File: config.mk
export PLATFORM = sky130hd
export DESIGN_NAME = sbr_avg
export DESIGN_NICKNAME = d
export VERILOG_FILES = /design/src/rtl/core/sbr_pkg.sv /design/src/rtl/core/sbr_avg.sv
export SDC_FILE = /design/constraint.sdc
export NUM_CORES = 1
export LEC_CHECK = 0
export BUFFER_PORTS_ARGS = -buffer_cell sky130_fd_sc_hd__buf_2
export CORE_UTILIZATION = 55
export DETAILED_ROUTE_END_ITERATION = 10
export PLACE_DENSITY_LB_ADDON = 0.12
export SYNTH_ARGS = -nofsm -noshare
export SYNTH_HDL_FRONTEND = slang
export SYNTH_SLANG_ARGS = --single-unit
File: constraint.sdc
create_clock -name clk -period 10.3 [get_ports clk]
set_input_delay 1.03 -clock clk [delete_from_list [all_inputs] [get_ports clk]]
set_output_delay 1.03 -clock clk [all_outputs]
set_load 0.01 [all_outputs]
File: src/rtl/core/sbr_pkg.sv
// Shared types and constants for the supersample box resolve block.
// No dependencies; compile first.
package sbr_pkg;

    localparam int CHAN_W         = 8;
    localparam int CHANNELS       = 4;
    localparam int COORD_W        = 10;
    localparam int CFG_IDX_W      = 2;
    localparam int CFG_DATA_W     = 11;
    localparam int RATE_CFG_W     = 3;
    localparam int DIM_CFG_W      = 11;
    localparam int RATE_CODE_W    = 3;
    localparam int OUT_DEPTH      = 4;
    localparam int OUT_PTR_W      = 2;
    localparam int OUT_CNT_W      = 3;
    localparam int DEF_MAX_WIDTH  = 1024;
    localparam int DEF_MAX_HEIGHT = 1024;
    localparam int DEF_MAX_RATE   = 4;
    localparam int RESET_RATE     = 1;
    localparam int RESET_WIDTH    = 1024;
    localparam int RESET_HEIGHT   = 1024;

    typedef enum logic [CFG_IDX_W-1:0] {
        REG_SS_RATE      = 2'd0,
        REG_FRAME_WIDTH  = 2'd1,
        REG_FRAME_HEIGHT = 2'd2
    } reg_index_t;

    typedef struct packed {
        logic [COORD_W-1:0]     x;
        logic [COORD_W-1:0]     y;
        logic                   done;
        logic [RATE_CODE_W-1:0] rate_m1;
    } pix_meta_t;

    typedef struct packed {
        logic [COORD_W-1:0] x;
        logic [COORD_W-1:0] y;
        logic [CHAN_W-1:0]  red;
        logic [CHAN_W-1:0]  green;
        logic [CHAN_W-1:0]  blue;
        logic [CHAN_W-1:0]  alpha;
        logic               done;
    } pixel_t;

endpackage

File: src/rtl/core/sbr_avg.sv
// Block average: divide four channel sums by rate squared through a
// reciprocal multiply, saturate to 8 bits. Depends on sbr_pkg.
module sbr_avg #(
    parameter int SUM_W = sbr_pkg::CHAN_W + 4
) (
    input  logic                              clk,
    input  logic                              rst_n,
    input  logic                              in_valid,
    input  logic [sbr_pkg::CHANNELS*SUM_W-1:0] in_sums,
    input  sbr_pkg::pix_meta_t                in_meta,
    output logic                              out_valid,
    output sbr_pkg::pixel_t                   out_pixel
);
    import sbr_pkg::*;

    localparam int K    = SUM_W + 6;
    localparam int M_W  = K + 1;
    localparam int P_W  = SUM_W + M_W;
    localparam int Q_W  = P_W - K;

    localparam logic [M_W-1:0] RECIP [8] = '{
        M_W'((2**K) / 1),
        M_W'((2**K + 3) / 4),
        M_W'((2**K + 8) / 9),
        M_W'((2**K + 15) / 16),
        M_W'((2**K + 24) / 25),
        M_W'((2**K + 35) / 36),
        M_W'((2**K + 48) / 49),
        M_W'((2**K + 63) / 64)
    };

    logic                        s2_valid_reg;
    logic [CHANNELS*SUM_W-1:0]   s2_sums_reg;
    pix_meta_t                   s2_meta_reg;
    logic [CHANNELS*CHAN_W-1:0]  avg_bus;

    always_ff @(posedge clk or negedge rst_n)
    begin
        if (!rst_n)
        begin
            s2_valid_reg <= 1'b0;
        end
        else
        begin
            s2_valid_reg <= in_valid;
        end
    end

    always_ff @(posedge clk)
    begin
        if (in_valid)
        begin
            s2_sums_reg <= in_sums;
            s2_meta_reg <= in_meta;
        end
    end

    always_comb
    begin
        logic [M_W-1:0] recip;
        logic [P_W-1:0] prod;
        logic [Q_W-1:0] quot;
        recip = RECIP[s2_meta_reg.rate_m1];
        prod  = '0;
        quot  = '0;
        for (int c = 0; c < CHANNELS; c++)
        begin
            prod = P_W'(s2_sums_reg[c*SUM_W +: SUM_W]) * P_W'(recip);
            quot = prod[P_W-1:K];
            if (quot > Q_W'(255))
            begin
                avg_bus[c*CHAN_W +: CHAN_W] = '1;
            end
            else
            begin
                avg_bus[c*CHAN_W +: CHAN_W] = quot[CHAN_W-1:0];
            end
        end
    end

    assign out_valid       = s2_valid_reg;
    assign out_pixel.x     = s2_meta_reg.x;
    assign out_pixel.y     = s2_meta_reg.y;
    assign out_pixel.done  = s2_meta_reg.done;
    assign out_pixel.red   = avg_bus[0*CHAN_W +: CHAN_W];
    assign out_pixel.green = avg_bus[1*CHAN_W +: CHAN_W];
    assign out_pixel.blue  = avg_bus[2*CHAN_W +: CHAN_W];
    assign out_pixel.alpha = avg_bus[3*CHAN_W +: CHAN_W];

endmodule

======== Word-level counts from Yosys, hierarchy flattened ========
Memory sizes are Yosys's and may differ from the RTL's.
Index checks and enable logic that the tools add are counted.
cells by class
  multiply operators ...................... 4
  $lt $le $gt $ge ......................... 5
  multiplexer cells ....................... 6
  bitwise gates (word level) .............. 1
operator list
  cell                                                                   count
  12-bit by 19-bit multiplier with 31-bit output                         4
  13-bit by 8-bit > comparator with 1-bit output, second input constant  4
  19-bit two-way mux                                                     2
  8-bit two-way mux                                                      4
  4-bit >= comparator, second input constant                             1
  3-bit NOT with 4-bit output                                            1
word-level totals
  bits in registers ....................... 73
  ROM bits ................................ 152
  input bits .............................. 75
  memories kept ........................... 1
memory list
  name             depth  width  read ports  clocked after memory_dff  wr ports  line           source
  (no name shown)  8      19     1           0                         0         sbr_avg.sv:63  recip = RECIP[s2_meta_reg.rate_m1];

======== Longest topological paths before layout ========
  depth in word-level cells ............... 7
  depth in mapped cells ................... 26

======== Worst setup path after synthesis ========
Ideal clock, no wire load.
  path type ............................... flip-flop to output port
  start point ............................. reg s2_meta_reg[0] in the netlist's numbering
  end point ............................... out out_pixel[25] in the netlist's numbering
  data arrival time ....................... 6.693 ns
  data required time ...................... 9.270 ns
  path slack .............................. 2.577 ns
  stages on the path, launching flop included .. 26
  cell sequence ........................... edfxtp_1 > inv_1 > ha_1 > nor2b_1 > a21o_1 > clkbuf_1 > clkbuf_1 > nand2_1 > fa_1 > fa_1 > inv_1 > fa_1 > fa_1 > inv_1 > fa_1 > inv_1 > ha_1 > nand3_1 > nand2b_1 > nor3_1 > a21oi_1 > a31o_1 > nor3b_1 > or4_1 > buf_2 > or4_1
RTL lines
  what                    line           source
  from (decl)             sbr_avg.sv:34  pix_meta_t s2_meta_reg;
  from (signal assigned)  sbr_avg.sv:54  s2_meta_reg <= in_meta;
  to (decl)               sbr_avg.sv:12  output sbr_pkg::pixel_t out_pixel

==> parameters.txt <==
Parameter                              Value

Setup path
  Data required, critical path    9.27 ns
  Crit path DAT    8.11 ns
  Setup crit start kind    register
  Kind of critical path    register to primary output
  Maximum fanout along the worst path    47
  Worst Setup End Kind    primary output

Route
  Number of vias after detailed routing    19950
  Routed wire per std cell    18.0 µm
  Number of design-rule violations left by the first detailed-router iteration    1346
  Total Routed Length    65.4 mm
  Number of remaining DRC errors    0
  Number of detailed-route iterations in the first pass    5
  Final ANT Viol Nets    0
  Via count normalized by instance count    5.48

Hold path
  Class of the most critical hold timing path    primary input to asynchronous set/reset pin

Synth
  Largest area contributor in the netlist    sky130_fd_sc_hd__fa_1
  Portion of netlist area occupied by mux cells    0.150%
  Number of synthesized flops with an enable pin    72
  Seq cells post-synth    73
  Netlist area before placement    0.0267 mm²
  Top-area cell type share of the netlist area    37.5%
  Post-synthesis sequential area ratio    8.19%
  Number of nets produced by synthesis    3945
  Top area cells in the synthesized netlist    sky130_fd_sc_hd__fa_1, sky130_fd_sc_hd__ha_1, sky130_fd_sc_hd__inv_1
  Combinational family with the most area after synthesis    adder cells
  Synthesized-area fraction occupied by ao, oa, aoi and oai cells    6.90%
  Share of flip-flops with an asynchronous set or reset after synthesis    1.37%
  Count of synthesis-stage warnings from yosys    0
  Synth Area per Inst    8.83 µm²
  Library cell with the highest instance count after synthesis    sky130_fd_sc_hd__inv_1
  Number of library cell types mapped by synthesis    72
  Syn Inst Count    3022
  Most used standard cells in the synthesized netlist    sky130_fd_sc_hd__inv_1, sky130_fd_sc_hd__fa_1, sky130_fd_sc_hd__ha_1
  Dominant register cell in the synthesized netlist    sky130_fd_sc_hd__edfxtp_1
  Area fraction in and, or, nand and nor cells after synthesis    16.2%
  Adder-Cell Fraction of Synth Area    53.8%
  Xor/xnor cell area share of the yosys netlist    1.28%

GRT
  Wire length of the first global-routing pass    108 mm
  Overflow after GRT    0
  Global-route usage over all layers    27.9%
  Vias in the first global route    21222
  Number of antenna violations at the first check in global routing    1
  Pin count of the biggest net entering global routing    74

Timing
  Maximum operating frequency    0.109 GHz
  Worst rel slew slack    18.5%
  Shortest clock period the worst path allows after layout    9.14 ns
  Final-report setup violation count    0
  Final Max Tran Viols    0
  Final critical-path share of the clock period    88.7%
  Tightest Pin Transition    1.22 ns
  Number of failing hold endpoints at the final stage    0
  Unrepaired setup endpoints after global routing    no
  Post-route worst hold slack    0.406 ns
  Final total negative setup slack    0 ns

Finish
  Utilization after layout    58.3%
  Final instance area    0.0279 mm²
  Area growth, synth to finish    4.56%
  Number of fillers in the final layout    4339
  ANT cells    0
  Fin cells    3643
  Layout cells sized above 1    6.27%
  Largest register FFs    48
  Net count of the finished layout    3946

Clock tree
  Clock slew seen by the registers of the worst setup and hold paths    0.07 ns
  Post-cts resize count    0
  Buffers inserted during post-CTS setup optimization    0
  Maximum root-to-sink buffer count    2
  Hold buffers post-CTS    0
  Cell at the root of the clock tree    sky130_fd_sc_hd__clkbuf_16
  CTS tree    built
  TritonCTS Buffers    9
  Max H-tree Level    3
  Clock sink count    73

Placed design
  Number of cells after detailed placement    3627
  Input/output buffers    128
  Final RePlAce weighted congestion    0.911
  HPWL after DPL    53.0 mm
  Area post-placement    0.0276 mm²

Die
  Top-Level Pins    129
  Number of cell rows    80
  Die Outline Area    0.0494 mm²
  Height of the chip    222 µm
  Initial standard-cell utilization of the core    55.8%
  Total core area    0.0478 mm²
  Die X-Extent    222 µm

Power and ir drop
  Largest vdd supply drop    0.000179 V
  Power density cells    197 mW/mm²
  Leak pwr    0.0152 µW

Outcome
  Result of the run    completed

Flow run
  Number of max-cap violations    0
## kinds of logic after synthesis
group | count (synthesis)
buf+inv | 935
fa+ha+maj | 848
simple gates | 832
compound gates | 291
flops | 73
xor+xnor | 39
mux | 4
## report_power, final
part	leakage, µW	switching, µW	internal (µW)
combinational	0.0143	2850	1890
clock	0.000144	156	189
sequential	0.000716	64.8	354
total	0.0152	3070	2430
## stage by stage
stage / power, µW / worst slack [ns]
2_1_floorplan: 3870 / 2.58
3_3_place_gp: 5060 / 1.79
3_5_place_dp: 5130 / 1.69
5_1_grt: 6190 / 0.663
4_1_cts: 5530 / 1.20
6_report: 5500 / 1.16
## critical path: stages, from the launching register on
cell	delay, ns
sky130_fd_sc_hd__edfxtp_1	0.57
sky130_fd_sc_hd__ha_1	0.36
sky130_fd_sc_hd__nor2b_4	0.97
sky130_fd_sc_hd__nand2_1	0.25
sky130_fd_sc_hd__fa_1	0.58
sky130_fd_sc_hd__inv_1	0.04
sky130_fd_sc_hd__ha_1	0.29
sky130_fd_sc_hd__ha_1	0.30
sky130_fd_sc_hd__inv_1	0.05
sky130_fd_sc_hd__fa_1	0.44
sky130_fd_sc_hd__fa_1	0.49
sky130_fd_sc_hd__inv_1	0.04
sky130_fd_sc_hd__ha_1	0.35
sky130_fd_sc_hd__nand4b_1	0.28
sky130_fd_sc_hd__nor4_2	0.42
sky130_fd_sc_hd__nor3_1	0.14
sky130_fd_sc_hd__o41ai_1	0.85
sky130_fd_sc_hd__o211ai_1	0.19
sky130_fd_sc_hd__xnor2_1	0.17
sky130_fd_sc_hd__nor3_1	0.61
sky130_fd_sc_hd__o211ai_1	0.16
sky130_fd_sc_hd__buf_2	0.18
## per-layer routing
metal / part of all wire, % / vias up / track usage, % / routed length, µm
li1: - / 9236 / - / -
met1: 41 / 9979 / 35.9 / 27000
met2: 50 / 606 / 47.7 / 32400
met3: 5.5 / 127 / 3.40 / 3580
met4: 3.6 / 2 / 11.1 / 2370
met5: 0.020 / - / 0 / 13
## final cells by class
type / instances / area (µm²) / share of cell area (%)
flip-flops and latches: 73 / 2190 / 7.84
repair buffers: 142 / 748 / 2.68
clock inverters: 7 / 76.3 / 0.273
clock buffers: 9 / 225 / 0.807
inverters: 783 / 2940 / 10.5
multi-input cells: 2014 / 21000 / 75.1
well taps: 615 / 769 / 2.76
## cell usage in the layout, fill, tap and decap left out, drive strengths merged, types with 4 or more instances in the layout
master / Yosys / layout
nor2b: 13 / 13
or4: 8 / 8
nand2b: 11 / 11
nand3b: 4 / 4
o21ai: 68 / 68
or2: 14 / 14
fa: 500 / 500
and2: 255 / 255
nand4: 13 / 13
xor2: 13 / 13
a21boi: 7 / 7
mux2i: 4 / 4
a31oi: 10 / 10
o21bai: 5 / 5
xnor2: 26 / 26
clkbuf: 128 / 9
o211ai: 14 / 14
nor2: 44 / 44
nand2: 333 / 333
or3: 5 / 5
a21o: 31 / 31
nor4: 10 / 10
and3: 54 / 54
o31ai: 5 / 5
inv: 783 / 786
nor3: 21 / 21
ha: 348 / 348
nand4b: 5 / 5
edfxtp: 72 / 72
o22ai: 6 / 6
a21oi: 89 / 89
nand3: 27 / 27
o21a: 6 / 6
a211oi: 16 / 16
and4: 5 / 5
buf: 24 / 142
## how the worst max path moves through the flow
stage / from / endpoint / slack, ns / depth (start not counted)
floorplan: s2_meta_reg[0]$_DFFE_PP_ / out_pixel[25] / 2.58 / 25
global placement: s2_meta_reg[0]$_DFFE_PP_ / out_pixel[2] / 1.79 / 21
detailed placement: s2_meta_reg[0]$_DFFE_PP_ / out_pixel[2] / 1.69 / 21
CTS: s2_meta_reg[0]$_DFFE_PP_ / out_pixel[2] / 1.20 / 21
global route: s2_meta_reg[0]$_DFFE_PP_ / out_pixel[5] / 0.66 / 21
finish: s2_meta_reg[0]$_DFFE_PP_ / out_pixel[2] / 1.16 / 21
Note: power is estimated with default switching activity, not from simulation.
