<file path="src/rtl/core/sbr_pkg.sv">
// Shared types and constants for the supersample box resolve block.
// No dependencies; compile first.
package sbr_pkg;

    localparam int CHAN_W         = 8;
    localparam int CHANNELS       = 4;
    localparam int COORD_W        = 10;
    localparam int CFG_IDX_W      = 2;
    localparam int CFG_DATA_W     = 11;
    localparam int RATE_CFG_W     = 3;
    localparam int DIM_CFG_W      = 11;
    localparam int RATE_CODE_W    = 3;
    localparam int OUT_DEPTH      = 4;
    localparam int OUT_PTR_W      = 2;
    localparam int OUT_CNT_W      = 3;
    localparam int DEF_MAX_WIDTH  = 1024;
    localparam int DEF_MAX_HEIGHT = 1024;
    localparam int DEF_MAX_RATE   = 4;
    localparam int RESET_RATE     = 1;
    localparam int RESET_WIDTH    = 1024;
    localparam int RESET_HEIGHT   = 1024;

    typedef enum logic [CFG_IDX_W-1:0] {
        REG_SS_RATE      = 2'd0,
        REG_FRAME_WIDTH  = 2'd1,
        REG_FRAME_HEIGHT = 2'd2
    } reg_index_t;

    typedef struct packed {
        logic [COORD_W-1:0]     x;
        logic [COORD_W-1:0]     y;
        logic                   done;
        logic [RATE_CODE_W-1:0] rate_m1;
    } pix_meta_t;

    typedef struct packed {
        logic [COORD_W-1:0] x;
        logic [COORD_W-1:0] y;
        logic [CHAN_W-1:0]  red;
        logic [CHAN_W-1:0]  green;
        logic [CHAN_W-1:0]  blue;
        logic [CHAN_W-1:0]  alpha;
        logic               done;
    } pixel_t;

endpackage

</file>
<file path="src/rtl/core/sbr_if.sv">


interface sbr_pixel_if;
    import sbr_pkg::*;
    logic               valid;
    logic               ready;
    logic [COORD_W-1:0] pixel_x;
    logic [COORD_W-1:0] pixel_y;
    logic [CHAN_W-1:0]  pixel_red;
    logic [CHAN_W-1:0]  pixel_green;
    logic [CHAN_W-1:0]  pixel_blue;
    logic [CHAN_W-1:0]  pixel_alpha;
    logic               frame_done;

    modport source (output valid, pixel_x, pixel_y, pixel_red, pixel_green, pixel_blue,
                    pixel_alpha, frame_done, input ready);
    modport sink (input valid, pixel_x, pixel_y, pixel_red, pixel_green, pixel_blue,
                  pixel_alpha, frame_done, output ready);
endinterface

</file>
<file path="src/rtl/core/sbr_out_fifo.sv">
// Output queue for finished pixels, driving the pixel channel.
// Reports its fill level for input credit. Depends on sbr_pkg, sbr_if.
module sbr_out_fifo (
    input  logic                            clk,
    input  logic                            rst_n,
    input  logic                            push,
    input  sbr_pkg::pixel_t                 push_data,
    output logic [sbr_pkg::OUT_CNT_W-1:0]   count,
    sbr_pixel_if.source                     pixels
);
    import sbr_pkg::*;

    pixel_t                 mem_reg [OUT_DEPTH];
    logic [OUT_PTR_W-1:0]   wr_ptr_reg;
    logic [OUT_PTR_W-1:0]   rd_ptr_reg;
    logic [OUT_CNT_W-1:0]   count_reg;
    logic [OUT_CNT_W-1:0]   count_next;
    logic                   pop;
    pixel_t                 head;

    assign pop = pixels.valid && pixels.ready;

    always_comb
    begin
        count_next = count_reg;
        if (push && !pop)
        begin
            count_next = count_reg + OUT_CNT_W'(1);
        end
        else if (pop && !push)
        begin
            count_next = count_reg - OUT_CNT_W'(1);
        end
    end

    always_ff @(posedge clk or negedge rst_n)
    begin
        if (!rst_n)
        begin
            wr_ptr_reg <= '0;
            rd_ptr_reg <= '0;
            count_reg  <= '0;
        end
        else
        begin
            count_reg <= count_next;
            if (push)
            begin
                wr_ptr_reg <= wr_ptr_reg + OUT_PTR_W'(1);
            end
            if (pop)
            begin
                rd_ptr_reg <= rd_ptr_reg + OUT_PTR_W'(1);
            end
        end
    end

    always_ff @(posedge clk)
    begin
        if (push)
        begin
            mem_reg[wr_ptr_reg] <= push_data;
        end
    end

    assign head               = mem_reg[rd_ptr_reg];
    assign count              = count_reg;
    assign pixels.valid       = (count_reg != '0);
    assign pixels.pixel_x     = head.x;
    assign pixels.pixel_y     = head.y;
    assign pixels.pixel_red   = head.red;
    assign pixels.pixel_green = head.green;
    assign pixels.pixel_blue  = head.blue;
    assign pixels.pixel_alpha = head.alpha;
    assign pixels.frame_done  = head.done;

endmodule

</file>
<file path="src/flat_wrapper.sv">
// flat-port wrapper written by rule: the top's interface ports become plain ports
module sbr_out_fifo_flat import sbr_pkg::*;
  (clk, rst_n, push, push_data, count, pixels_valid, pixels_pixel_x, pixels_pixel_y, pixels_pixel_red, pixels_pixel_green, pixels_pixel_blue, pixels_pixel_alpha, pixels_frame_done, pixels_ready);
  sbr_pixel_if pixels_i ();
  input  logic clk;
  input  logic rst_n;
  input  logic push;
  input  sbr_pkg::pixel_t push_data;
  output logic [sbr_pkg::OUT_CNT_W-1:0] count;
  output wire logic [$bits(pixels_i.valid)-1:0] pixels_valid;
  output wire logic [$bits(pixels_i.pixel_x)-1:0] pixels_pixel_x;
  output wire logic [$bits(pixels_i.pixel_y)-1:0] pixels_pixel_y;
  output wire logic [$bits(pixels_i.pixel_red)-1:0] pixels_pixel_red;
  output wire logic [$bits(pixels_i.pixel_green)-1:0] pixels_pixel_green;
  output wire logic [$bits(pixels_i.pixel_blue)-1:0] pixels_pixel_blue;
  output wire logic [$bits(pixels_i.pixel_alpha)-1:0] pixels_pixel_alpha;
  output wire logic [$bits(pixels_i.frame_done)-1:0] pixels_frame_done;
  input wire logic [$bits(pixels_i.ready)-1:0] pixels_ready;
  assign pixels_valid = pixels_i.valid;
  assign pixels_pixel_x = pixels_i.pixel_x;
  assign pixels_pixel_y = pixels_i.pixel_y;
  assign pixels_pixel_red = pixels_i.pixel_red;
  assign pixels_pixel_green = pixels_i.pixel_green;
  assign pixels_pixel_blue = pixels_i.pixel_blue;
  assign pixels_pixel_alpha = pixels_i.pixel_alpha;
  assign pixels_frame_done = pixels_i.frame_done;
  assign pixels_i.ready = pixels_ready;
  sbr_out_fifo u_core (.clk(clk), .rst_n(rst_n), .push(push), .push_data(push_data), .count(count), .pixels(pixels_i));
endmodule
</file>
<file path="config.mk">
export PLATFORM = sky130hd
export DESIGN_NAME = sbr_out_fifo_flat
export DESIGN_NICKNAME = d
export VERILOG_FILES = /design/src/rtl/core/sbr_pkg.sv /design/src/rtl/core/sbr_if.sv /design/src/rtl/core/sbr_out_fifo.sv /design/src/flat_wrapper.sv
export SDC_FILE = /design/constraint.sdc
export NUM_CORES = 1
export LEC_CHECK = 0
export BUFFER_PORTS_ARGS = -buffer_cell sky130_fd_sc_hd__buf_2
export CORE_MARGIN = 2
export CORE_UTILIZATION = 51
export DETAILED_ROUTE_END_ITERATION = 8
export PLACE_DENSITY = 0.82
export SYNTH_ARGS = -nofsm -noshare
export SYNTH_HDL_FRONTEND = slang
export SYNTH_SLANG_ARGS = --single-unit
</file>
<file path="constraint.sdc">
create_clock -name clk -period 2.4 [get_ports clk]
set_input_delay 0.12 -clock clk [delete_from_list [all_inputs] [get_ports clk]]
set_output_delay 0.12 -clock clk [all_outputs]
set_load 0.005 [all_outputs]
</file>
# == Word level (Yosys, flattened, before mapping) ==
# Memories as Yosys holds them, arrays and structs flattened.
# Cells that the tools add are included.
# word_totals
in_bits,57
out_inout_bits,57
reg_bits,7
mem_bits_rw,212
memories,1
# classes
n_reduce_logical,7
muxes,4
add_sub_neg,4
# mem_list
memory,words,width,read_ports,rd_ports_with_merged_regs,wr,line_no,text
u_core.mem_reg,4,53,1,0,1,sbr_out_fifo.sv:13,pixel_t mem_reg [OUT_DEPTH];
# op_table
cell,n
3-bit two-way mux,2
"2-bit by 1-bit adder with 2-bit output, second input constant",2
"3-bit by 1-bit adder with 3-bit output, second input constant",1
1-bit logical AND,3
3-bit nonzero test,1
"3-bit by 1-bit subtractor with 3-bit output, second input constant",1
1-bit zero test,2
1-bit two-way mux,2
2-bit nonzero test,1

# == Logic depth before layout (Yosys ltp) ==
# Gate-level depths: netlist of the first run.
# depth
ltp_word,5
depth_mapped,8

# == Worst setup path after synthesis of the first run ==
# No wires, ideal clock.
# synth_timing
path_type,flip-flop to flip-flop
from,register u_core.wr_ptr_reg[0]
to,memory u_core.mem_reg[2][0] (netlist bit) (enable)
n_path_buf,0
slack_ns,0.109
arrival_ns,1.875
path_stages_with_launch,4
period_less_slack_ns,2.291
cell_sequence,dfrtp_1 inv_1 ha_1 and2_1
# synth_lines
item,line_no,text
from (decl),sbr_out_fifo.sv:14,logic [OUT_PTR_W-1:0] wr_ptr_reg;
from (signal assigned),sbr_out_fifo.sv:49,wr_ptr_reg <= wr_ptr_reg + OUT_PTR_W'(1);
to (decl),sbr_out_fifo.sv:13,
# No word-level cell before the write port.

# == Worst setup path after layout of the first run ==
# layout_timing
from,register u_core.count_reg[0] (netlist: u_core.count[0])
to,register u_core.count_reg[2] (netlist: u_core.count[2])
# layout_between
elab_chain_cells,5
# layout_lines
item,line_no,text
from (decl),sbr_out_fifo.sv:16,logic [OUT_CNT_W-1:0] count_reg;
from (signal assigned),sbr_out_fifo.sv:46,count_reg <= count_next;
branches (longest 5 deep; another with 3-bit by 1-bit subtractor with 3-bit output),-,
# Parallel ways; which one is timed is not known. The select of a mux whose other input is x is not followed.
# A chain may end at the register's enable or synchronous reset.

==> summary.txt, run 1 <==
Run status
  • Status: finished, final reports clean

STA
  • Max-slew violation count: 0
  • Post-route setup TNS: 0 ps
  • Final Cycle Share: 92.44%
  • Peak Freq: 450.7 MHz
  • Slew HR: 65.32%
  • RSZ-0062 raised after global routing: no
  • Final WS setup: 181.5 ps
  • Slew @ Worst Pin: 520.3 ps
  • Endpoints failing setup: 0
  • Clk_skew: 5.703 ps
  • Tmin final: 2219 ps
  • Hold Fails Final Rpt: 0

Critical path
  • Critical Path AT: 2620 ps
  • Crit path required time: 2810 ps
  • Critical path startpoint category: flip-flop
  • Crit path max fanout: 4
  • Crit end category: flip-flop
  • Worst setup startpoint: u_core.count[0]$_DFFE_PN0P_
  • WS Path Type: reg -> reg
  • R2r startpoint: u_core.count[0]$_DFFE_PN0P_

CTS
  • H-tree levels: 1
  • Clk buf depth: 3
  • Clk Latency, worst-skew pair: 490 ps
  • CTS buffer count: 22
  • # resized after CTS: 0
  • Clock transition at path regs: 60 ps
  • Setup bufs post-CTS: 0
  • Post-cts hold buffer count: 57
  • CTS tree: yes
  • Clock Tree Root: clkbuf_16
  • Sink Count: 219

Routing
  • Detailed Route Iter0 Violations: 177
  • Vias: 3,855
  • Drt drc: 0
  • Final WL: 14.60 mm
  • DRT Pass-1 Iters: 4
  • Drt via density: 5.238
  • Wire length per cell: 19.84 µm
  • Post-route ant nets: 0

Placed design
  • Post-DP HPWL: 8.522 mm
  • Dpl ws: 233.7 ps
  • Placer Congestion: 0.7216
  • Count of input and output buffers: 113

Power and ir drop
  • Cell area power density: 1152 nW/µm²
  • Worst-case vdd ir drop: 882.6 µV
  • Pleak: 3.602 nW

Synth
  • Mapped Cells: 310
  • Netlist Area Pre-Place: 8105 µm²
  • Syn. warnings: 0
  • Register area share after synthesis: 80.70%
  • Syn_area_per_cell: 26.15 µm²
  • Yosys cell types: 19
  • Flops & latches, synth: 219
  • Post-Syn Nets: 373

Finish
  • Nets: 569
  • Most frequent cells in the layout: edfxtp_1 (212), buf_2 (113), dlygate4sd3_1 (57), mux4_2 (48), clkbuf_16 (23)
  • Syn-to-layout area delta: 26.46%
  • Leading cell type in the layout, fill and taps excluded: edfxtp_1
  • Fillcell total: 1,027
  • Max FFs per register: 212
  • Share of cells above drive strength 1: 41.04%

Global routing
  • First-pass GRT wire length: 22.34 mm
  • Vias in the first global route: 4,214
  • Antenna violations before repair: 1
  • Grt ovf: 0
  • GRT Total Usage: 17.49%
  • Pin count of the biggest net entering global routing: 43

Floorplan
  • Die width: 130.1 µm
  • Total core area: 15,710 µm²
  • Die area: 16,920 µm²
  • Io pins: 114
  • Height of the die: 130.1 µm
  • Initial Util: 51.58%
  • Row cnt: 46

Min path
  • HP Class: in -> reg
  • Hold Path Origin: push_data[41]

Run
  • Max-Cap Viols: 0
critical path, stage by stage (launching register included):
cell	delay, ps
dfrtp_1	430
or3_1	440
nand2_1	130
ha_1	200
inv_1	70
fa_1	370
xor2_1	170
nor2_1	130
xor2_1	180
stage by stage:
step	cells	total power (W)	cell area, µm²	hold WS (ps)	util [%]
2_1_floorplan	310	0.007356	8105	-175.6	-
3_3_place_gp	641	0.008402	8952	-41.58	56.98
3_5_place_dp	641	0.008483	8952	-34.48	56.98
4_1_cts	735	0.01197	10250	360.8	65.22
5_1_grt	736	0.01239	10250	386.0	65.23
6_report	736	0.01180	10250	382.8	65.23
power by group:
| part | switching [W] | leakage (nW) | internal, W |
|---|---|---|---|
| Clock | 0.00132 | 0.343 | 0.00206 |
| Sequential | 0.000193 | 2.03 | 0.00501 |
| Combinational | 0.00158 | 1.23 | 0.00164 |
worst paths after layout:
check	to	slack [ps]	cells after the start
max	u_core.count[2]$_DFFE_PN0P_	180	8
max in group asynchronous	u_core.rd_ptr_reg[0]$_DFFE_PN0P_	1490	3
min reg2reg	u_core.count[2]$_DFFE_PN0P_	500	1
min in group asynchronous	u_core.count[1]$_DFFE_PN0P_	620	3
max reg2reg	u_core.count[2]$_DFFE_PN0P_	180	8
min	u_core.mem_reg[2][41]$_DFFE_PP_	380	2
per-layer routing:
metal  vias up  GRT usage (%)  share of wire (%)
li1       1718              -                  -
met1      1997          22.83                 41
met2       112          30.61                 52
met3        28          3.321                4.8
met4         0          4.681                1.6
met5         -              0                  0
cell families after synthesis:
family          Yosys count  share of synthesized area, %
fa+ha+maj                 6                         1.019
mux                      54                         15.10
xor+xnor                  6                        0.6485
flops                   219                         80.70
compound gates            1                       0.06169
buf+inv                  15                         1.883
simple gates              9                        0.5865
synth_stat cells:
cell / n / area share, %
edfxtp_1: 212 / 79
mux4_2: 48 / 13
dfrtp_1: 7 / 2.2
buf_2: 6 / 0.37
buf_12: 5 / 1.2
ha_1: 5 / 0.77
mux4_1: 5 / 1.6
and2_1: 4 / 0.31
inv_1: 3 / 0.14
xnor2_1: 3 / 0.32
xor2_1: 3 / 0.32
nand2_1: 2 / 0.093
buf_6: 1 / 0.14
fa_1: 1 / 0.25
mux2_2: 1 / 0.14
nand3_1: 1 / 0.062
nor2_1: 1 / 0.046
o21ai_0: 1 / 0.062
or3_1: 1 / 0.077
area by class of cell:
type	count	area, µm²	area share, %
well taps	216	270.3	2.637
flip-flops and latches	219	6546	63.87
inverters	3	11.26	0.1099
multi-input cells	76	1416	13.82
clock buffers	25	583.1	5.688
repair buffers	184	1279	12.48
diodes	1	2.502	0.02441
clock inverters	12	141.4	1.379
Power figures use the tool's default switching activity.
==> inputs of run 2 (changes only) <==
--- a/config.mk
+++ b/config.mk
@@ -6,9 +6,10 @@
 export NUM_CORES = 1
 export LEC_CHECK = 0
 export BUFFER_PORTS_ARGS = -buffer_cell sky130_fd_sc_hd__buf_2
-export CORE_MARGIN = 2
+export CORE_MARGIN = 1
 export CORE_UTILIZATION = 51
 export DETAILED_ROUTE_END_ITERATION = 8
+export MAX_ROUTING_LAYER = met4
 export PLACE_DENSITY = 0.82
 export SYNTH_ARGS = -nofsm -noshare
 export SYNTH_HDL_FRONTEND = slang
==> summary.txt, run 2 (synthesis gave the netlist of run 1 again) <==
Run status
  • Status: finished, final reports clean

STA
  • Clk_skew: 7.357 ps (+1.654 ps)
  • Peak Freq: 451.1 MHz (about the same)
  • Final WS setup: 183.4 ps (+1.910 ps)
  • Final hold slack: 382.5 ps (-0.3680 ps)
  • Slew HR: 67.45% (+2.1 points)
  • Tmin final: 2217 ps (-1.910 ps)
  • Slew @ Worst Pin: 488.3 ps (-31.95 ps)
  • RSZ-0062 raised after global routing: no
  • Max-slew violation count: 0 (unchanged)
  • Endpoints failing setup: 0 (unchanged)
  • Hold Fails Final Rpt: 0 (unchanged)
  • Final Cycle Share: 92.36% (about the same)
  • Post-route setup TNS: 0 ps (unchanged)

CTS
  • CTS tree: yes
  • # resized after CTS: 0 (unchanged)
  • CTS buffer count: 22 (unchanged)
  • Clk buf depth: 3 (unchanged)
  • Clock transition at path regs: 60 ps (about the same)
  • Clock Tree Root: clkbuf_16
  • Clk Latency, worst-skew pair: 490 ps (about the same)
  • Sink Count: 219 (unchanged)
  • H-tree levels: 1 (unchanged)

Critical path
  • WS Path Type: reg -> out
  • Crit path required time: 2280 ps (-530 ps)
  • Critical path startpoint category: flip-flop
  • R2r startpoint: u_core.count[0]$_DFFE_PN0P_
  • Worst setup startpoint: u_core.rd_ptr_reg[0]$_DFFE_PN0P_
  • Crit path max fanout: 12 (+8)
  • Crit end category: output port
  • Critical Path AT: 2100 ps (-520 ps)

Power and ir drop
  • Pleak: 3.571 nW (-0.86%)
  • P_int: 0.008410 W (-3.5%)
  • Worst-case vdd ir drop: 733.4 µV (-17%)
  • Sequential share of power: 46.3% (+2.2 points)
  • Clock Power Share: 26.3% (-2.3 points)
  • P_sw: 0.003080 W (-0.42%)
  • Cell area power density: 1132 nW/µm² (-1.7%)
  • Switching share of power: 26.80% (+0.61 points)
  • Combinational Power Share: 27.5% (+0.2 points)

Run
  • Max-Cap Viols: 0 (unchanged)

Floorplan
  • Total core area: 15,370 µm² (-2.2%)
  • Io pins: 114 (unchanged)
  • Initial Util: 52.73% (+1.1 points)
  • Die area: 16,400 µm² (-3.1%)
  • Row cnt: 45 (-2.2%)
  • Die width: 128.1 µm (-1.5%)
  • Height of the die: 128.1 µm (-1.5%)

Finish
  • Share of cells above drive strength 1: 40.00% (-1.0 points)
  • Syn-to-layout area delta: 25.22%
  • Most frequent cells in the layout: edfxtp_1 (212), buf_2 (113), dlygate4sd3_1 (57), mux4_2 (48), clkbuf_16 (23)
  • Leading cell type in the layout, fill and taps excluded: edfxtp_1
  • Nets: 569 (unchanged)
  • Max FFs per register: 212 (unchanged)
  • Final Core Density: 66.03% (+0.80 points)

Global routing
  • Grt ovf: 0 (unchanged)
  • GRT Total Usage: 19.04% (+1.5 points)
  • Gr busiest metal: met2
  • First-pass GRT wire length: 22.25 mm (-0.40%)
  • Antenna violations before repair: 0 (-1)
  • Grt met3 use: 3.715% (+0.39 points)
  • Pin count of the biggest net entering global routing: 31 (-28%)
  • Vias in the first global route: 4,170 (-1.0%)
  • Met2 Resource Use GR: 34.18% (+3.6 points)
  • Met1 Usage GRT: 21.82% (-1.0 points)

Routing
  • Post-route ant nets: 0 (unchanged)
  • Wire length per cell: 19.96 µm (+0.60%)
  • Drt drc: 0 (unchanged)
  • DRT Pass-1 Iters: 4 (unchanged)
  • Detailed Route Iter0 Violations: 220 (+24%)
  • Final WL: 14.61 mm (about the same)
  • Vias: 3,851 (-0.10%)
  • Drt via density: 5.261 (+0.44%)

Placed design
  • Placer Congestion: 0.7460 (+3.4%)
  • Dpl ws: 223.8 ps (-9.947 ps)
  • Count of input and output buffers: 113 (unchanged)
  • Post-DP HPWL: 8.386 mm (-1.6%)

Min path
  • HP Class: in -> reg
  • Hold Path Origin: push_data[46]
## run 2: layout make-up
| type | count | area [µm²] |
|---|---|---|
| timing repair buffer | 184 | 1274 |
| multi-input combinational | 76 | 1416 |
| antenna | 1 | 2.502 |
| fill | 992 | 5221 |
| clock inverter | 10 | 41.29 |
| sequential | 219 | 6546 |
| tap | 211 | 264.0 |
| inverter | 3 | 11.26 |
| clock buffer | 28 | 594.3 |
## run 2: worst max-delay path: stages (launching register included)
cell	delay, ps
dfrtp_4	590
buf_4	320
mux4_2	550
buf_2	150
## run 2: path summary, 6_finish.rpt
path / slack, ps / endpoint / cells past startpoint
max reg2reg: 190 / u_core.count[2]$_DFFE_PN0P_ / 8
min in group asynchronous: 610 / u_core.wr_ptr_reg[0]$_DFFE_PN0P_ / 3
min: 380 / u_core.mem_reg[1][46]$_DFFE_PP_ / 2
max in group asynchronous: 1500 / u_core.rd_ptr_reg[0]$_DFFE_PN0P_ / 3
max: 180 / pixels_pixel_blue[1] / 3
min reg2reg: 530 / u_core.count[2]$_DFFE_PN0P_ / 1
## run 2: timing repair
item	in CTS	in global routing
endpoints found under the hold margin	223	0
setup endpoints to repair	1	0
hold buffers	57	0
buffers inserted	1	0
## run 2: power by group through the flow
stage               sequential [W]  clock, W  combinational [W]
floorplan                  0.00524         0            0.00212
global placement           0.00537         0            0.00300
detailed placement         0.00544         0            0.00306
CTS                        0.00532   0.00308            0.00323
global route               0.00538   0.00324            0.00343
finish                     0.00531   0.00302            0.00316
## run 2: per-stage QoR
| step | cells | instance area, µm² | total power [W] |
|---|---|---|---|
| after detailed placement | 635 | 8926 | 0.008499 |
| after global routing | 731 | 10150 | 0.01205 |
| after global placement | 635 | 8926 | 0.008372 |
| final | 732 | 10150 | 0.01149 |
| after CTS | 731 | 10150 | 0.01163 |
| after floorplan | 310 | 8105 | 0.007356 |
## run 2: routing by layer
metal | vias to the layer above | wire length, µm
li1 | 1714 | -
met1 | 1986 | 5617
met2 | 134 | 7959
met3 | 17 | 843
met4 | 0 | 188
met5 | - | 0
==> inputs of run 3 (changes only) <==
--- a/config.mk
+++ b/config.mk
@@ -11,6 +11,7 @@
 export DETAILED_ROUTE_END_ITERATION = 8
 export MAX_ROUTING_LAYER = met4
 export PLACE_DENSITY = 0.82
+export REMOVE_ABC_BUFFERS = 1
 export SYNTH_ARGS = -nofsm -noshare
 export SYNTH_HDL_FRONTEND = slang
 export SYNTH_SLANG_ARGS = --single-unit
==> summary.txt, run 3 (synthesis gave the netlist of run 1 again) <==
Finish
  • Final Core Density: 66.78% (+0.75 points)
  • Final instance area: 10,260 µm² (+1.1%)
  • Most frequent cells in the layout: edfxtp_1 (212), buf_2 (113), dlygate4sd3_1 (57), mux4_2 (48), clkbuf_16 (23)
  • Fillcell total: 989 (-0.30%)
  • Syn-to-layout area delta: 26.64%
  • Leading cell type in the layout, fill and taps excluded: edfxtp_1
  • Share of cells above drive strength 1: 41.06% (+1.1 points)
  • Max FFs per register: 212 (unchanged)
  • Final Non-Filler Cells: 738 (+0.82%)
  • Nets: 574 (+0.88%)

Critical path
  • Critical Path AT: 2710 ps (+610 ps)
  • WS Path Type: reg -> reg
  • Crit end category: flip-flop
  • Crit path required time: 2800 ps (+520 ps)
  • Critical path startpoint category: flip-flop
  • R2r startpoint: u_core.count[0]$_DFFE_PN0P_
  • R2r worst-path depth: 8 (unchanged)
  • Reg2reg setup slack: 90 ps (-100 ps)
  • Crit path max fanout: 4 (-8)
  • Reg2reg end: u_core.count[2]$_DFFE_PN0P_

Placed design
  • DP Area: 8969 µm² (+0.48%)
  • Inst Count DP: 634 (-0.16%)
  • Post-DP HPWL: 8.256 mm (-1.6%)
  • Count of input and output buffers: 113 (unchanged)
  • Placer Congestion: 0.7483 (+0.31%)
  • Dpl ws: 239.0 ps (+15.27 ps)

Floorplan
  • Die width: 128.1 µm (unchanged)
  • Total core area: 15,370 µm² (unchanged)
  • Initial Util: 52.73% (unchanged)
  • Die area: 16,400 µm² (unchanged)
  • Row cnt: 45 (unchanged)
  • Io pins: 114 (unchanged)
  • Height of the die: 128.1 µm (unchanged)

Min path
  • Hold depth: 2 (unchanged)
  • Hold worst-path end: u_core.mem_reg[2][50]$_DFFE_PP_
  • HP Class: in -> reg
  • Hold Path Origin: push_data[50]

Power and ir drop
  • Clock Power Share: 26.9% (+0.6 points)
  • P_sw: 0.003107 W (+0.90%)
  • Combinational Power Share: 28.4% (+0.9 points)
  • Sequential share of power: 44.7% (-1.6 points)
  • Pleak: 3.620 nW (+1.4%)
  • P_int: 0.008608 W (+2.4%)
  • Worst-case vdd ir drop: 724.2 µV (-1.3%)
  • Cell area power density: 1141 nW/µm² (+0.83%)
  • Switching share of power: 26.52% (-0.28 points)

STA
  • Final hold slack: 381.2 ps (-1.241 ps)
  • Slew HR: 64.07% (-3.4 points)
  • Endpoints failing setup: 0 (unchanged)
  • Clk_skew: 8.928 ps (+1.571 ps)
  • Hold Fails Final Rpt: 0 (unchanged)
  • Peak Freq: 432.6 MHz (-4.1%)
  • Slew @ Worst Pin: 538.9 ps (+50.60 ps)
  • Final Cycle Share: 96.31% (+4.0 points)
  • Max-slew violation count: 0 (unchanged)
  • RSZ-0062 raised after global routing: no
  • Final WS setup: 88.50 ps (-94.88 ps)
  • Tmin final: 2312 ps (+94.88 ps)

Routing
  • Drt drc: 0 (unchanged)
  • Vias: 3,894 (+1.1%)
  • Wire length per cell: 19.82 µm (-0.68%)
  • Drt via density: 5.276 (+0.29%)
  • DRT Pass-1 Iters: 4 (unchanged)
  • Detailed Route Iter0 Violations: 235 (+6.8%)
  • Final WL: 14.63 mm (+0.13%)
  • Post-route ant nets: 0 (unchanged)

Run status
  • Status: finished, final reports clean

CTS
  • H-tree levels: 1 (unchanged)
  • Clk buf depth: 3 (unchanged)
  • Sink Count: 219 (unchanged)
  • Clock Tree Root: clkbuf_16
  • CTS tree: yes
  • Clk Latency, worst-skew pair: 480 ps (about the same)
  • Clock transition at path regs: 60 ps (about the same)
  • CTS buffer count: 22 (unchanged)

Run
  • Max-Cap Viols: 0 (unchanged)

Global routing
  • First-pass GRT wire length: 22.36 mm (+0.47%)
  • Vias in the first global route: 4,224 (+1.3%)
  • Grt ovf: 0 (unchanged)
  • Pin count of the biggest net entering global routing: 42 (+35%)
  • GRT Total Usage: 18.94% (-0.092 points)
  • Antenna violations before repair: 1 (+1)
## run 3: final cells by class
| cell class | instances | area, µm² | share of cell area (%) |
|---|---|---|---|
| Clock buffer | 27 | 590.6 | 5.753 |
| Multi-Input combinational cell | 76 | 1416 | 13.80 |
| Clock inverter | 12 | 80.08 | 0.7801 |
| Sequential cell | 219 | 6546 | 63.77 |
| Timing Repair Buffer | 189 | 1354 | 13.19 |
| Antenna cell | 1 | 2.502 | 0.02438 |
| Inverter | 3 | 11.26 | 0.1097 |
| Tap cell | 211 | 264.0 | 2.572 |
## run 3: power groups by stage
| stage | clock, W | combinational [W] | sequential (W) |
|---|---|---|---|
| final | 0.00315 | 0.00332 | 0.00524 |
| after global routing | 0.00336 | 0.00362 | 0.00530 |
| after CTS | 0.00322 | 0.00323 | 0.00532 |
| after detailed placement | 0 | 0.00315 | 0.00539 |
| after global placement | 0 | 0.00311 | 0.00532 |
| after floorplan | 0 | 0.00162 | 0.00555 |
## run 3: per-layer routing
layer / global-route usage [%] / routed length [µm] / vias up
met4: 4.498 / 289 / 0
met5: - / 0 / -
met1: 23.41 / 6138 / 2023
li1: - / - / 1731
met3: 4.382 / 799 / 22
met2: 32.03 / 7400 / 118
## run 3: stage by stage
| step | total power (W) | TNS (ps) |
|---|---|---|
| 3_5_place_dp | 0.008537 | 0 |
| 4_1_cts | 0.01177 | 0 |
| 2_1_floorplan | 0.007166 | -28200 |
| 3_3_place_gp | 0.008436 | 0 |
| 5_1_grt | 0.01228 | 0 |
| 6_report | 0.01172 | 0 |
## run 3: what timing repair did
item / in CTS / in global routing
setup buffers: 0 / 7
endpoints found under the hold margin: 223 / 0
resized for setup: 0 / 0
endpoints found under the setup margin: 0 / 4
hold buffers: 57 / 0
## run 3: worst max path at each step
stage,from,to,slack (ps),cells after the start
floorplan,u_core.rd_ptr_reg[0]$_DFFE_PN0P_,pixels_pixel_x[1],-570,1
finish,u_core.count[0]$_DFFE_PN0P_,u_core.count[2]$_DFFE_PN0P_,90,8
CTS,u_core.rd_ptr_reg[0]$_DFFE_PN0P_,pixels_pixel_x[4],30,3
detailed placement,u_core.count[0]$_DFFE_PN0P_,u_core.count[2]$_DFFE_PN0P_,240,8
global route,u_core.count[0]$_DFFE_PN0P_,u_core.count[2]$_DFFE_PN0P_,7,8
global placement,u_core.count[0]$_DFFE_PN0P_,u_core.count[2]$_DFFE_PN0P_,360,8
## run 3: critical path, stage by stage, from the launching register on
cell     delay, ps
dfrtp_1        430
or3_1          440
nand2_1        130
ha_1           220
inv_1           80
fa_1           370
xor2_1         180
nor2_1         180
xor2_1         190
